### config.mk
export PLATFORM = sky130hd
export DESIGN_NAME = tnb_div
export DESIGN_NICKNAME = d
export VERILOG_FILES = /design/src/tnb_pkg.sv /design/src/tnb_div.sv
export SDC_FILE = /design/constraint.sdc
export NUM_CORES = 1
export LEC_CHECK = 0
export BUFFER_PORTS_ARGS = -buffer_cell sky130_fd_sc_hd__buf_2
export CAP_MARGIN = 20
export CORE_AREA = 2 2 138 113
export DETAILED_ROUTE_END_ITERATION = 12
export DIE_AREA = 0 0 140 115
export GPL_TIMING_DRIVEN = 0
export PLACE_DENSITY = 0.59
export REMOVE_ABC_BUFFERS = 1
export SKIP_CTS_REPAIR_TIMING = 1
export SLEW_MARGIN = 10
export SYNTH_ARGS = -nofsm -noshare
export SYNTH_HDL_FRONTEND = slang
export SYNTH_SLANG_ARGS = --single-unit
### constraint.sdc
create_clock -name clk -period 4.6 [get_ports clk]
set_input_delay 0.46 -clock clk [delete_from_list [all_inputs] [get_ports clk]]
set_output_delay 0.46 -clock clk [all_outputs]
set_load 0.02 [all_outputs]
### src/tnb_pkg.sv
// Shared types, constants and helper functions for the tanh neuron block.
// No dependencies; every other file refers to this package by scoped names.

package tnb_pkg;

  localparam int NUM_INPUTS_DEF   = 16;
  localparam int FRAC_BITS        = 12;
  localparam int TANH_TABLE_DEPTH = 1024;
  localparam int TANH_AW          = $clog2(TANH_TABLE_DEPTH);

  // Step in 2x between table entries (entry k holds tanh(k * TANH_R / 2)), Q32.32.
  localparam logic [63:0] TANH_R = (64'd16 << 32) / TANH_TABLE_DEPTH;

  localparam logic [15:0] LR_RESET = 16'd655;

  typedef enum logic [2:0] {
    OP_FWD      = 3'd0,
    OP_BACKPROP = 3'd1,
    OP_APPLY    = 3'd2,
    OP_CLEAR    = 3'd3,
    OP_WRITE    = 3'd4
  } op_t;

  // One row of the entry memory: weight, stored input and update sum.
  typedef struct packed {
    logic signed [31:0] wsum;
    logic signed [15:0] x;
    logic signed [15:0] w;
  } entry_t;

  typedef struct packed {
    logic               start;
    logic signed [31:0] dividend;
    logic [15:0]        divisor;
  } div_req_t;

  typedef struct packed {
    logic               done;
    logic signed [31:0] quotient;
  } div_rsp_t;

  typedef logic [15:0] tanh_tab_t [TANH_TABLE_DEPTH];

  function automatic logic signed [15:0] sat16(input logic signed [39:0] v);
    if (v > 40'sd32767) return 16'sh7fff;
    if (v < -40'sd32768) return 16'sh8000;
    return v[15:0];
  endfunction

  function automatic logic signed [31:0] sat32(input logic signed [39:0] v);
    if (v > 40'sd2147483647) return 32'sh7fffffff;
    if (v < -40'sd2147483648) return 32'sh80000000;
    return v[31:0];
  endfunction

  // Restoring long division, used only while the table is built.
  function automatic logic [63:0] udiv64(input logic [63:0] num, input logic [63:0] den);
    logic [63:0] quo;
    logic [64:0] rem;
    int          i;
    quo = '0;
    rem = '0;
    for (i = 63; i >= 0; i--) begin
      rem = {rem[63:0], num[i]};
      if (rem >= {1'b0, den}) begin
        rem    = rem - {1'b0, den};
        quo[i] = 1'b1;
      end
    end
    return quo;
  endfunction

  // Evaluated at elaboration only: exp(-r) by series, then powers of it.
  function automatic tanh_tab_t build_tanh();
    tanh_tab_t          tab;
    logic [63:0]        one;
    logic [63:0]        r;
    logic [63:0]        term;
    logic [63:0]        e;
    logic [63:0]        num;
    logic [63:0]        den;
    logic [63:0]        qv;
    logic signed [63:0] q;
    int                 n;
    int                 k;
    one  = 64'd1 << 32;
    r    = TANH_R;
    term = one;
    q    = $signed(one);
    e    = one;
    for (n = 1; n <= 12; n++) begin
      term = udiv64((term * r) >> 32, 64'(n));
      if (n % 2 == 1) q = q - $signed(term);
      else q = q + $signed(term);
    end
    qv = q;
    for (k = 0; k < TANH_TABLE_DEPTH; k++) begin
      if (k > 0) e = (e * qv + (64'd1 << 31)) >> 32;
      num = one - e;
      den = one + e;
      tab[k] = 16'(udiv64((num << FRAC_BITS) + (den >> 1), den));
    end
    return tab;
  endfunction

endpackage

### src/tnb_div.sv
// Bit-serial signed-by-unsigned divider, one quotient bit per cycle,
// truncating toward zero. Depends on tnb_pkg for the request/response types.

module tnb_div (
  input  logic              clk,
  input  logic              rst_n,
  input  tnb_pkg::div_req_t req,
  output tnb_pkg::div_rsp_t rsp
);

  logic        busy_r;
  logic        done_r;
  logic [4:0]  cnt_r;
  logic        neg_r;
  logic [15:0] rem_r;
  logic [15:0] dvs_r;
  logic [31:0] quo_r;
  logic [16:0] trial;
  logic        ge;
  logic [16:0] rem_nxt;

  assign trial   = {rem_r, quo_r[31]};
  assign ge      = trial >= {1'b0, dvs_r};
  assign rem_nxt = ge ? trial - {1'b0, dvs_r} : trial;

  always_ff @(posedge clk) begin
    if (!rst_n) begin
      busy_r <= 1'b0;
      done_r <= 1'b0;
      cnt_r  <= '0;
    end else begin
      done_r <= 1'b0;
      if (req.start) begin
        busy_r <= 1'b1;
        cnt_r  <= '0;
      end else if (busy_r) begin
        cnt_r <= cnt_r + 5'd1;
        if (cnt_r == 5'd31) begin
          busy_r <= 1'b0;
          done_r <= 1'b1;
        end
      end
    end
  end

  always_ff @(posedge clk) begin
    if (req.start) begin
      neg_r <= req.dividend[31];
      quo_r <= req.dividend[31] ? 32'(-req.dividend) : 32'(req.dividend);
      rem_r <= '0;
      dvs_r <= req.divisor;
    end else if (busy_r) begin
      rem_r <= rem_nxt[15:0];
      quo_r <= {quo_r[30:0], ge};
    end
  end

  assign rsp.done     = done_r;
  assign rsp.quotient = neg_r ? -$signed(quo_r) : $signed(quo_r);

endmodule

Yosys cells after proc, flatten, opt, wreduce, memory -nomap -nowiden
Index checks and enable logic that the tools add are counted.
{"block": "classes", "n_addsub": 4, "n_lt_le_gt_ge": 1, "eq_ne": 1, "mux": 9, "bitwise_logic": 2, "reduce_logical": 3}
{"cell": "32-bit two-way mux", "n": 4}
{"cell": "32-bit negation", "n": 2}
{"cell": "17-bit by 16-bit >= comparator with 1-bit output", "n": 1}
{"cell": "16-bit two-way mux", "n": 1}
{"cell": "16-bit subtractor", "n": 1}
{"cell": "5-bit by 1-bit adder with 5-bit output, second input constant", "n": 1}
{"cell": "5-bit == test, second input constant", "n": 1}
{"cell": "1-bit two-way mux", "n": 4}
{"cell": "3-bit OR reduction", "n": 1}
{"cell": "1-bit inverter", "n": 2}
{"cell": "2-bit nonzero test", "n": 1}
{"cell": "2-bit OR reduction", "n": 1}
{"block": "word_totals", "reg_bits": 72, "in_bits": 51, "word_cells": 27}

Longest topological paths before layout
Gate-level depths: netlist of the first run.
{"block": "logic_depth", "ltp_word": 4, "mapped_depth": 11, "mapped_depth_nobuf": 9}

Worst setup path after synthesis of the first run
OpenSTA, ideal clock, no wires.
{"block": "synth_path", "kind": "input port to flip-flop", "start": "in req[32] in the netlist's numbering", "end": "reg quo_r[25] (data pin)", "setup_ps": 270, "arrival_ps": 2517, "required_time_ps": 4330, "path_slack_ps": 1813, "stages": 6, "n_path_buf": 0, "cell_sequence": "or4_4 -> or4b_4 -> or4_4 -> o31ai_1 -> xor2_1 -> a21oi_1"}
{"block": "synth_via", "elab_chain_cells": 3}
{"item": "start, declared", "line": "tnb_div.sv:7", "source": "input tnb_pkg::div_req_t req,"}
{"item": "32-bit negation", "line": "tnb_div.sv:49", "source": "quo_r <= req.dividend[31] ? 32'(-req.dividend) : 32'(req.dividend);"}
{"item": "32-bit two-way mux", "line": "tnb_div.sv:49"}
{"item": "32-bit two-way mux", "line": "tnb_div.sv:47", "source": "if (req.start) begin"}
{"item": "end signal, assigned", "line": "tnb_div.sv:49"}
{"item": "end signal, assigned", "line": "tnb_div.sv:54", "source": "quo_r <= {quo_r[30:0], ge};"}
{"item": "end, declared", "line": "tnb_div.sv:17", "source": "logic [31:0] quo_r;"}
No other way between the ends.
A chain may end at the register's enable or synchronous reset.

==> reports/results.ini, run 1 <==
[outcome]
status=finished, violations left
violations=design-rule violations

[yosys]
synthXorXnorAreaFrac=0.123
syn_avg_cell_area_um2=8.96
synth_area_leaders=edfxtp_1 (29%), dfxtp_1 (9.1%), xnor2_1 (6.8%), xor2_1 (5.6%), ha_1 (5.0%)
ys_ff_latch=72
synthesis.instances=562
synth.top_cell.area_share=0.292
synth_top_area_cell=edfxtp_1
synth_warnings=0
synth_ff_type=edfxtp_1
synth_common_cells=nor2_1 (59), edfxtp_1 (49), a21oi_1 (44)
synth_top_family_by_area=compound AO/OA/AOI/OAI gates
synth_sequential_area_ratio=0.384
synth_mux_area_frac=0.0144
synth_simple_gate_area_frac=0.177
yosysMostFrequentCell=nor2_1
syn_area_um2=5040
postSynth.asyncResetShare=0
synth_enable_flop_cells=49
yosysUniqueCellTypes=55
synth_compound_area_frac=0.205
post_synth_fa_ha_maj_area_fraction=0.0537

[power_and_ir_drop]
total_power_uw=2030
p_leak_uw=0.00233
powerDensity_nw_per_um2=342
ir_drop_uv=218

[route]
drt_iter0_markers=210
vias=4414
detail_route.vias_per_cell=5.34
wl_um=12700
ant_nets=0
first_pass_iters=9
drcViolationCount=2
wl_per_cell_um=15.4

[die]
die_w_um=140
io_pins=84
dieArea_um2=16100
start_util=0.341
row_count=40
core_area_um2=14800
dieHeight_um=115

[min_path]
hold_class=input pin to flop

[global_route]
globalRouteOverflowTotal=0
grt_first_pass_wirelength_um=21000
grt_pass1_vias=4259
grt_max_degree=68
antenna_found_initial=2
grt_use_total=0.162

[cts]
tritoncts.num_buffers=9
clk_latency_ps=340
cts.clk_slew.worst_paths_ps=60
cts_htree_levels=3
cts_sinks=72
cts_buffer_depth=2
clock-root-buffer=clkbuf_16
cts_tree=yes

[timing]
rsz0062_at_grt=no
tightest_slew_ps=1040
tns_ps=0
max-slew-margin-rel=0.309
fin_crit_ps=3390
setup_viol=0
fmax_mhz=295
hold_viol=0
maxSlewViolCount=0
period_share=0.737
skew_ps=9.06

[cells_and_area]
areaGrowthSynthToFinish_pct=17.9
layout-drive-gt1-share=0.181
finalNetCount=702

[worst_setup_path]
required_ps=4140
cp-start-kind=flop
critPathMaxFanout=5
critPathKind=flop to primary output
crit_arrival_ps=2930
endpoint_kind=primary output

[run]
drv_cap=0

[place]
gp_congestion=0.814
numPortBuffers=83
dp_hpwl_um=9260

-- sequential cells by signal, indices dropped and copies added (netlist names) --
name	count
done_r	1
quo_r	32
dvs_r	16
busy_r	1
cnt_r	5
neg_r	1
rem_r	16
-- layout by cell type (no fill, tap or decap), types with 7 or more instances in the layout --
cell,Yosys,final
xnor2_1,39,39
dfxtp_1,23,23
nand3_1,15,15
a21o_1,8,8
nor2_1,59,59
a311oi_1,11,11
clkbuf_16,0,9
and3_1,7,7
edfxtp_1,49,49
a21oi_1,44,44
ha_1,20,20
nand2_1,38,37
buf_2,0,82
xor2_1,32,32
nand2b_1,11,11
inv_1,24,24
o21ai_0,33,33
o31ai_1,22,22
nor3_1,8,8
a31oi_1,7,7
-- routing by layer --
layer / up-vias / share of wire / routed length [um] / track usage
met3: 8 / 0.057 / 729 / 0.0454
met4: 0 / 0.010 / 127 / 0.0424
li1: 2211 / - / - / -
met1: 2093 / 0.49 / 6280 / 0.218
met2: 102 / 0.44 / 5570 / 0.260
met5: - / 0 / 0 / 0
-- path summary, 6_finish.rpt --
| kind | start | to | slack, ps | cells past startpoint |
|---|---|---|---|---|
| hold reg to reg | rem_r[3] | rem_r[3] | 500 | 2 |
| setup / recovery | quo_r[3] | rsp[15] | 1210 | 6 |
| hold / removal | req[13] | dvs_r[13] | 300 | 1 |
| setup reg to reg | quo_r[31] | rem_r[6] | 1860 | 9 |
-- layout make-up --
type	count	area (um2)
timing repair buffer	87	488
sequential	72	1930
multi-input combinational	435	2900
clock buffer	15	278
clock inverter	1	3.75
inverter	25	93.8
tap	189	236
fill	1469	8830
antenna	2	5.00
-- per-stage QoR --
stage	worst slack, ps	util	hold WS [ps]	cell area [um2]	instances
final	1210	0.402	300	5940	826
after global routing	1050	0.402	285	5930	825
after global placement	716	0.377	485	5570	804
after detailed placement	1560	0.382	496	5640	807
after CTS	1180	0.401	283	5920	823
after floorplan	1780	-	467	4920	532
-- logic make-up (layout without fill, tap and decap cells) --
family,after synthesis,count (layout)
AO/OA/AOI/OAI,158,158
XOR/XNOR,71,71
buffers and inverters,55,128
adder cells (fa/ha/maj),21,21
multiplexers,7,7
flip-flops,72,72
other,0,2
AND/OR/NAND/NOR,178,178
-- worst max-delay path, cell delays in order (launching register included) --
cell	delay, ps
edfxtp_1	470
nor4_1	540
nand4b_1	310
or4_1	590
o41ai_1	360
xnor2_1	160
buf_2	180
-- power by group --
part / total, uW / internal (uW) / leakage [uW] / switching [uW]
combinational: 534 / 214 / 0.00152 / 320
clock: 670 / 409 / 0.000138 / 261
sequential: 827 / 763 / 0.000670 / 64.1
total: 2030 / 1390 / 0.00233 / 645
Power figures use the tool's default switching activity.
==> run 2, diff against run 1 <==
--- a/config.mk
+++ b/config.mk
@@ -5,13 +5,14 @@
 export SDC_FILE = /design/constraint.sdc
 export NUM_CORES = 1
 export LEC_CHECK = 0
+export ABC_AREA = 1
 export BUFFER_PORTS_ARGS = -buffer_cell sky130_fd_sc_hd__buf_2
 export CAP_MARGIN = 20
-export CORE_AREA = 2 2 138 113
+export CORE_AREA = 2 2 149 122
 export DETAILED_ROUTE_END_ITERATION = 12
-export DIE_AREA = 0 0 140 115
+export DIE_AREA = 0 0 151 124
 export GPL_TIMING_DRIVEN = 0
-export PLACE_DENSITY = 0.59
+export PLACE_DENSITY = 0.6
 export REMOVE_ABC_BUFFERS = 1
 export SKIP_CTS_REPAIR_TIMING = 1
 export SLEW_MARGIN = 10
==> constraint.sdc (replaced) <==
create_clock -name clk -period 3 [get_ports clk]
set_input_delay 0.3 -clock clk [delete_from_list [all_inputs] [get_ports clk]]
set_output_delay 0.3 -clock clk [all_outputs]
set_load 0.02 [all_outputs]
==> reports/results.ini, run 2 <==
[outcome]
status=finished clean

[cts]
cts_sinks=72  ; unchanged
cts_htree_levels=3  ; unchanged
clk_latency_ps=350  ; about the same
tritoncts.num_buffers=9  ; unchanged
cts.clk_slew.worst_paths_ps=70  ; about the same
clock-root-buffer=clkbuf_16
cts_buffer_depth=2  ; unchanged
cts_tree=yes

[global_route]
antenna_found_initial=0  ; -2
grt_max_degree=48  ; -29%
grt_pass1_vias=5265  ; +24%
grt_use_total=0.179  ; +0.0172
globalRouteOverflowTotal=0  ; unchanged
grt_first_pass_wirelength_um=26000  ; +24%

[cells_and_area]
areaGrowthSynthToFinish_pct=15.7
fillers=1857  ; +26%
layout_common_cells=nand2_1 (262), inv_1 (116), buf_2 (83)
regMostFlops=quo_r
final_cell_area_um2=6860  ; +16%
regArea_um2=1930  ; unchanged
finalNetCount=1017  ; +45%
layout-drive-gt1-share=0.154  ; -0.0274
finish.utilization=0.401  ; -0.000993
multiInputGateArea_um2=3390  ; +17%
largest_reg_flops=32  ; unchanged
top_regs=quo_r: 32 flops, dvs_r: 16 flops, rem_r: 16 flops
antenna_cells=0  ; -2
final_common_cell=nand2_1

[timing]
rsz0062_at_grt=no
hold_viol=0  ; unchanged
tightest_slew_ps=1040  ; +1.15 ps
tns_ps=0  ; unchanged
period_share=0.950
fmax_mhz=351
max-slew-margin-rel=0.309  ; -0.000764
fin_crit_ps=2850
skew_ps=10.0  ; +0.970 ps
maxSlewViolCount=0  ; unchanged
setup_viol=0  ; unchanged

[worst_setup_path]
r2r-end=quo_r[0]
endpoint_kind=primary output
cp-start-kind=flop
required_ps=2700  ; -1440 ps
crit_arrival_ps=2550  ; -380 ps
critPathKind=flop to primary output
r2r_start=dvs_r[14]
r2r_cells=9  ; unchanged
critPathMaxFanout=5  ; unchanged
ff2ff_setup_slack_ps=890  ; -970 ps

[route]
detail_route.vias_per_cell=4.74  ; -11%
drcViolationCount=0  ; -2
vias=5571  ; +26%
first_pass_iters=5  ; -4
ant_nets=0  ; unchanged
wl_per_cell_um=13.5  ; -12%
drt_iter0_markers=290  ; +38%
wl_um=15900  ; +25%

[yosys]
synth_enable_flop_cells=49  ; unchanged
ys_ff_latch=72  ; unchanged
synthesis.instances=871  ; +55%
synth_warnings=0  ; unchanged
syn_area_um2=5930  ; +18%
synth_ff_type=edfxtp_1
syn_avg_cell_area_um2=6.81  ; -24%
synth_area_leaders=edfxtp_1 (25%), nand2_1 (17%), dfxtp_1 (7.8%), inv_1 (7.4%), nand3_1 (6.4%)
synth_sequential_area_ratio=0.326  ; -0.0579
yosysMostFrequentCell=nand2_1
synth.top_cell.area_share=0.248  ; -0.0441
synth_common_cells=nand2_1 (262), inv_1 (117), nor2_1 (82)
yosysUniqueCellTypes=46  ; -16%
postSynth.asyncResetShare=0  ; unchanged
synth_top_area_cell=edfxtp_1

[die]
io_pins=84  ; unchanged
core_area_um2=17100  ; +16%
dieHeight_um=124  ; +7.8%
row_count=43  ; +7.5%
die_w_um=151  ; +7.9%
dieArea_um2=18700  ; +16%
start_util=0.347  ; +0.00554

[place]
placed_area_um2=6540  ; +16%
gp_congestion=0.910  ; +12%
dp_hpwl_um=12200  ; +32%
numPortBuffers=83  ; unchanged

[power_and_ir_drop]
p_leak_uw=0.00336  ; +44%
powerDensity_nw_per_um2=460  ; +34%
ir_drop_uv=284  ; +31%

[min_path]
hold_end=dvs_r[7]
hold_class=input pin to flop
min_path_cells=1  ; unchanged
min_from=req[7]

[run]
drv_cap=0  ; unchanged

run 2: cell count changes after synthesis, moves of 12 or more:
| cell | previous run | this run |
|---|---|---|
| nand4_1 | 5 | 17 |
| a21oi_1 | 44 | 14 |
| xnor2_1 | 39 | 9 |
| clkbuf_1 | 28 | 10 |
| nand2_2 | 0 | 16 |
| nand2_1 | 38 | 262 |
| inv_1 | 24 | 117 |
| nor2_1 | 59 | 82 |
| nand3b_1 | 4 | 19 |
| nand3_1 | 15 | 76 |
| o31ai_1 | 22 | 1 |
run 2: routing by layer:
layer | up-vias | routed length (um) | share of wire | track usage
li1 | 2949 | - | - | -
met4 | 0 | 252 | 0.016 | 0.0456
met1 | 2509 | 7750 | 0.49 | 0.239
met3 | 19 | 617 | 0.039 | 0.0363
met5 | - | 0 | 0 | 0
met2 | 94 | 7240 | 0.46 | 0.298
run 2: cells by family (layout without fill, tap and decap cells):
group / Yosys count / after routing / synth area share
AND/OR/NAND/NOR: 506 / 506 / 0.384
buffers and inverters: 148 / 227 / 0.102
AO/OA/AOI/OAI: 77 / 77 / 0.0728
flip-flops: 72 / 72 / 0.326
XOR/XNOR: 47 / 47 / 0.0694
adder cells (fa/ha/maj): 21 / 21 / 0.0456
run 2: how the worst max path moves through the flow:
stage / startpoint / endpoint / slack [ps] / cells past startpoint
6_report: quo_r[0] / rsp[30] / 150 / 11
5_1_grt: quo_r[0] / rsp[30] / 2 / 11
4_1_cts: quo_r[0] / rsp[30] / 140 / 11
3_5_place_dp: req[48] / quo_r[5] / 370 / 3
3_3_place_gp: req[48] / quo_r[6] / -550 / 3
2_1_floorplan: quo_r[0] / rsp[28] / 880 / 7
run 2: final cells by class:
| type | instances | share of cell area |
|---|---|---|
| multi-input cells | 651 | 0.495 |
| flip-flops and latches | 72 | 0.281 |
| inverters | 126 | 0.0689 |
| repair buffers | 85 | 0.0662 |
| well taps | 225 | 0.0410 |
| clock buffers | 9 | 0.0328 |
| clock inverters | 7 | 0.0149 |
run 2: critical path, cell delays in order (launching register included):
cell	delay, ps
edfxtp_1	450
inv_1	140
ha_1	220
nand3_2	150
nor2_2	180
inv_1	80
nor3_1	340
nand4_1	140
nand2_1	100
nand2_1	40
o21ai_1	140
buf_2	210
run 2: metrics by stage:
step / total power [uW] / setup slack [ps] / hold WS, ps / std cells
floorplan: 1700 / 877 / 399 / 849
global route: 3330 / 1.80 / 109 / 1175
finish: 3160 / 150 / 120 / 1175
CTS: 3200 / 137 / 103 / 1175
detailed placement: 1990 / 371 / 460 / 1159
global placement: 1980 / -553 / 458 / 1157
run 2: report_power, final:
part | internal (uW) | total [uW] | leakage (uW) | switching [uW]
Clock | 737 | 1190 | 0.000157 | 458
Combinational | 242 | 739 | 0.00252 | 497
Sequential | 1150 | 1220 | 0.000680 | 70.0
==> run 3, diff against run 2 <==
==> constraint.sdc (replaced) <==
create_clock -name clk -period 3 [get_ports clk]
set_input_delay 0.15 -clock clk [delete_from_list [all_inputs] [get_ports clk]]
set_output_delay 0.15 -clock clk [all_outputs]
set_load 0.02 [all_outputs]
==> reports/results.ini, run 3 (same netlist as run 2, synthesis figures left out) <==
[global_route]
grt_max_degree=48  ; unchanged
antenna_found_initial=0  ; unchanged
grt_use_total=0.179  ; unchanged
globalRouteOverflowTotal=0  ; unchanged
grt_first_pass_wirelength_um=26000  ; unchanged
grt_pass1_vias=5265  ; unchanged

[power_and_ir_drop]
ir_drop_uv=284  ; -0.14%
powerDensity_nw_per_um2=452  ; -1.8%
p_leak_uw=0.00343  ; +2.0%

[route]
ant_nets=0  ; unchanged
first_pass_iters=5  ; unchanged
wl_per_cell_um=13.3  ; -1.1%
drcViolationCount=0  ; unchanged
wl_um=15900  ; +0.22%
vias=5616  ; +0.81%
drt_iter0_markers=306  ; +5.5%
detail_route.vias_per_cell=4.72  ; -0.55%

[cts]
cts.clk_slew.worst_paths_ps=70  ; about the same
cts_buffer_depth=2  ; unchanged
tritoncts.num_buffers=9  ; unchanged
cts_htree_levels=3  ; unchanged
cts_sinks=72  ; unchanged
cts_tree=yes
clock-root-buffer=clkbuf_16
clk_latency_ps=350  ; about the same

[cells_and_area]
antenna_cells=0  ; unchanged
finalNetCount=1033  ; +1.6%
final_common_cell=nand2_1
largest_reg_flops=32  ; unchanged
regMostFlops=quo_r
top_regs=quo_r: 32 flops, dvs_r: 16 flops, rem_r: 16 flops
finish.utilization=0.410  ; +0.00936
areaGrowthSynthToFinish_pct=18.4
layout-drive-gt1-share=0.151  ; -0.00255
layout_common_cells=nand2_1 (262), inv_1 (116), buf_2 (83)

[worst_setup_path]
slowest_stage=edfxtp_1
cp_top_family=simple AND/OR/NAND/NOR gates
cp.buffers_inverters=3  ; unchanged
critPathMaxFanout=5  ; unchanged
critPathKind=flop to primary output
endpoint_kind=primary output
path_cells=inv_1 > ha_1 > nand3_2 > nor2_2 > inv_1 > nor3_1 > nand4_1 > nand2_1 > nand2_1 > o21ai_1 > buf_2
cpPeakStageDelay_ps=450  ; about the same
required_ps=2850  ; +150 ps
crit_arrival_ps=2560  ; about the same
cp-start-kind=flop

[timing]
whs_ps=51.5  ; -68.9 ps
fin_crit_ps=2710  ; -139 ps
setup_viol=0  ; unchanged
tns_ps=0  ; unchanged
fmax_mhz=369  ; +5.1%
tightest_slew_ps=1030  ; -3.83 ps
setup_slack_ps=289  ; +139 ps
rsz0062_at_grt=no
skew_ps=10.5  ; +0.443 ps
maxSlewViolCount=0  ; unchanged
hold_viol=0  ; unchanged
max-slew-margin-rel=0.311  ; +0.00255
period_share=0.904  ; -0.0464

[run]
drv_cap=0  ; unchanged

[place]
gp_congestion=0.910  ; unchanged
pre_cts_slack_ps=521  ; +150 ps
dp_hpwl_um=12200  ; unchanged
numPortBuffers=83  ; unchanged

[outcome]
status=finished clean

[die]
dieArea_um2=18700  ; unchanged
start_util=0.347  ; unchanged
dieHeight_um=124  ; unchanged
row_count=43  ; unchanged
die_w_um=151  ; unchanged
core_area_um2=17100  ; unchanged
io_pins=84  ; unchanged

[min_path]
hold_class=input pin to flop

run 3: worst reg2reg max path: cells and delay by family, from the launching register on:
family,cells,cell delay [ps]
buffers and inverters,1,40
DFF,1,320
AOI/OAI and AO/OA,3,460
and+or+nand+nor,4,690
adders and majority gates,1,360
run 3: area by class of cell:
class | count | area (um2)
clock inverters | 7 | 103
inverters | 126 | 473
well taps | 225 | 282
clock buffers | 9 | 225
repair buffers | 101 | 614
flip-flops and latches | 72 | 1930
fillers | 1846 | 10100
multi-input cells | 651 | 3390
run 3: worst paths after layout:
kind                  start       end  slack [ps]  depth (start not counted)
setup / recovery   quo_r[0]   rsp[30]         290                         11
hold / removal        rst_n    busy_r          50                          3
setup reg to reg  dvs_r[14]  quo_r[0]         890                          9
hold reg to reg    rem_r[2]  rem_r[2]         470                          2
run 3: per-stage QoR:
stage	total power, uW	cells	area (um2)
2_1_floorplan	1700	849	5800
3_3_place_gp	1980	1157	6490
3_5_place_dp	1990	1159	6540
4_1_cts	3200	1175	6860
5_1_grt	3350	1191	7020
6_report	3170	1191	7020
run 3: routing by layer:
metal  up-vias  track usage  routed length, um
met1      2522        0.239               7790
met5         -            0                  0
li1       2977            -                  -
met3        19       0.0363                639
met2        98        0.298               7220
met4         0       0.0456                252
run 3: power breakdown:
group | total [uW] | leakage [uW] | switching, uW | internal (uW)
Clock | 1190 | 0.000157 | 458 | 737
Sequential | 1220 | 0.000680 | 69.8 | 1150
Combinational | 755 | 0.00259 | 500 | 255
Total | 3170 | 0.00343 | 1030 | 2150
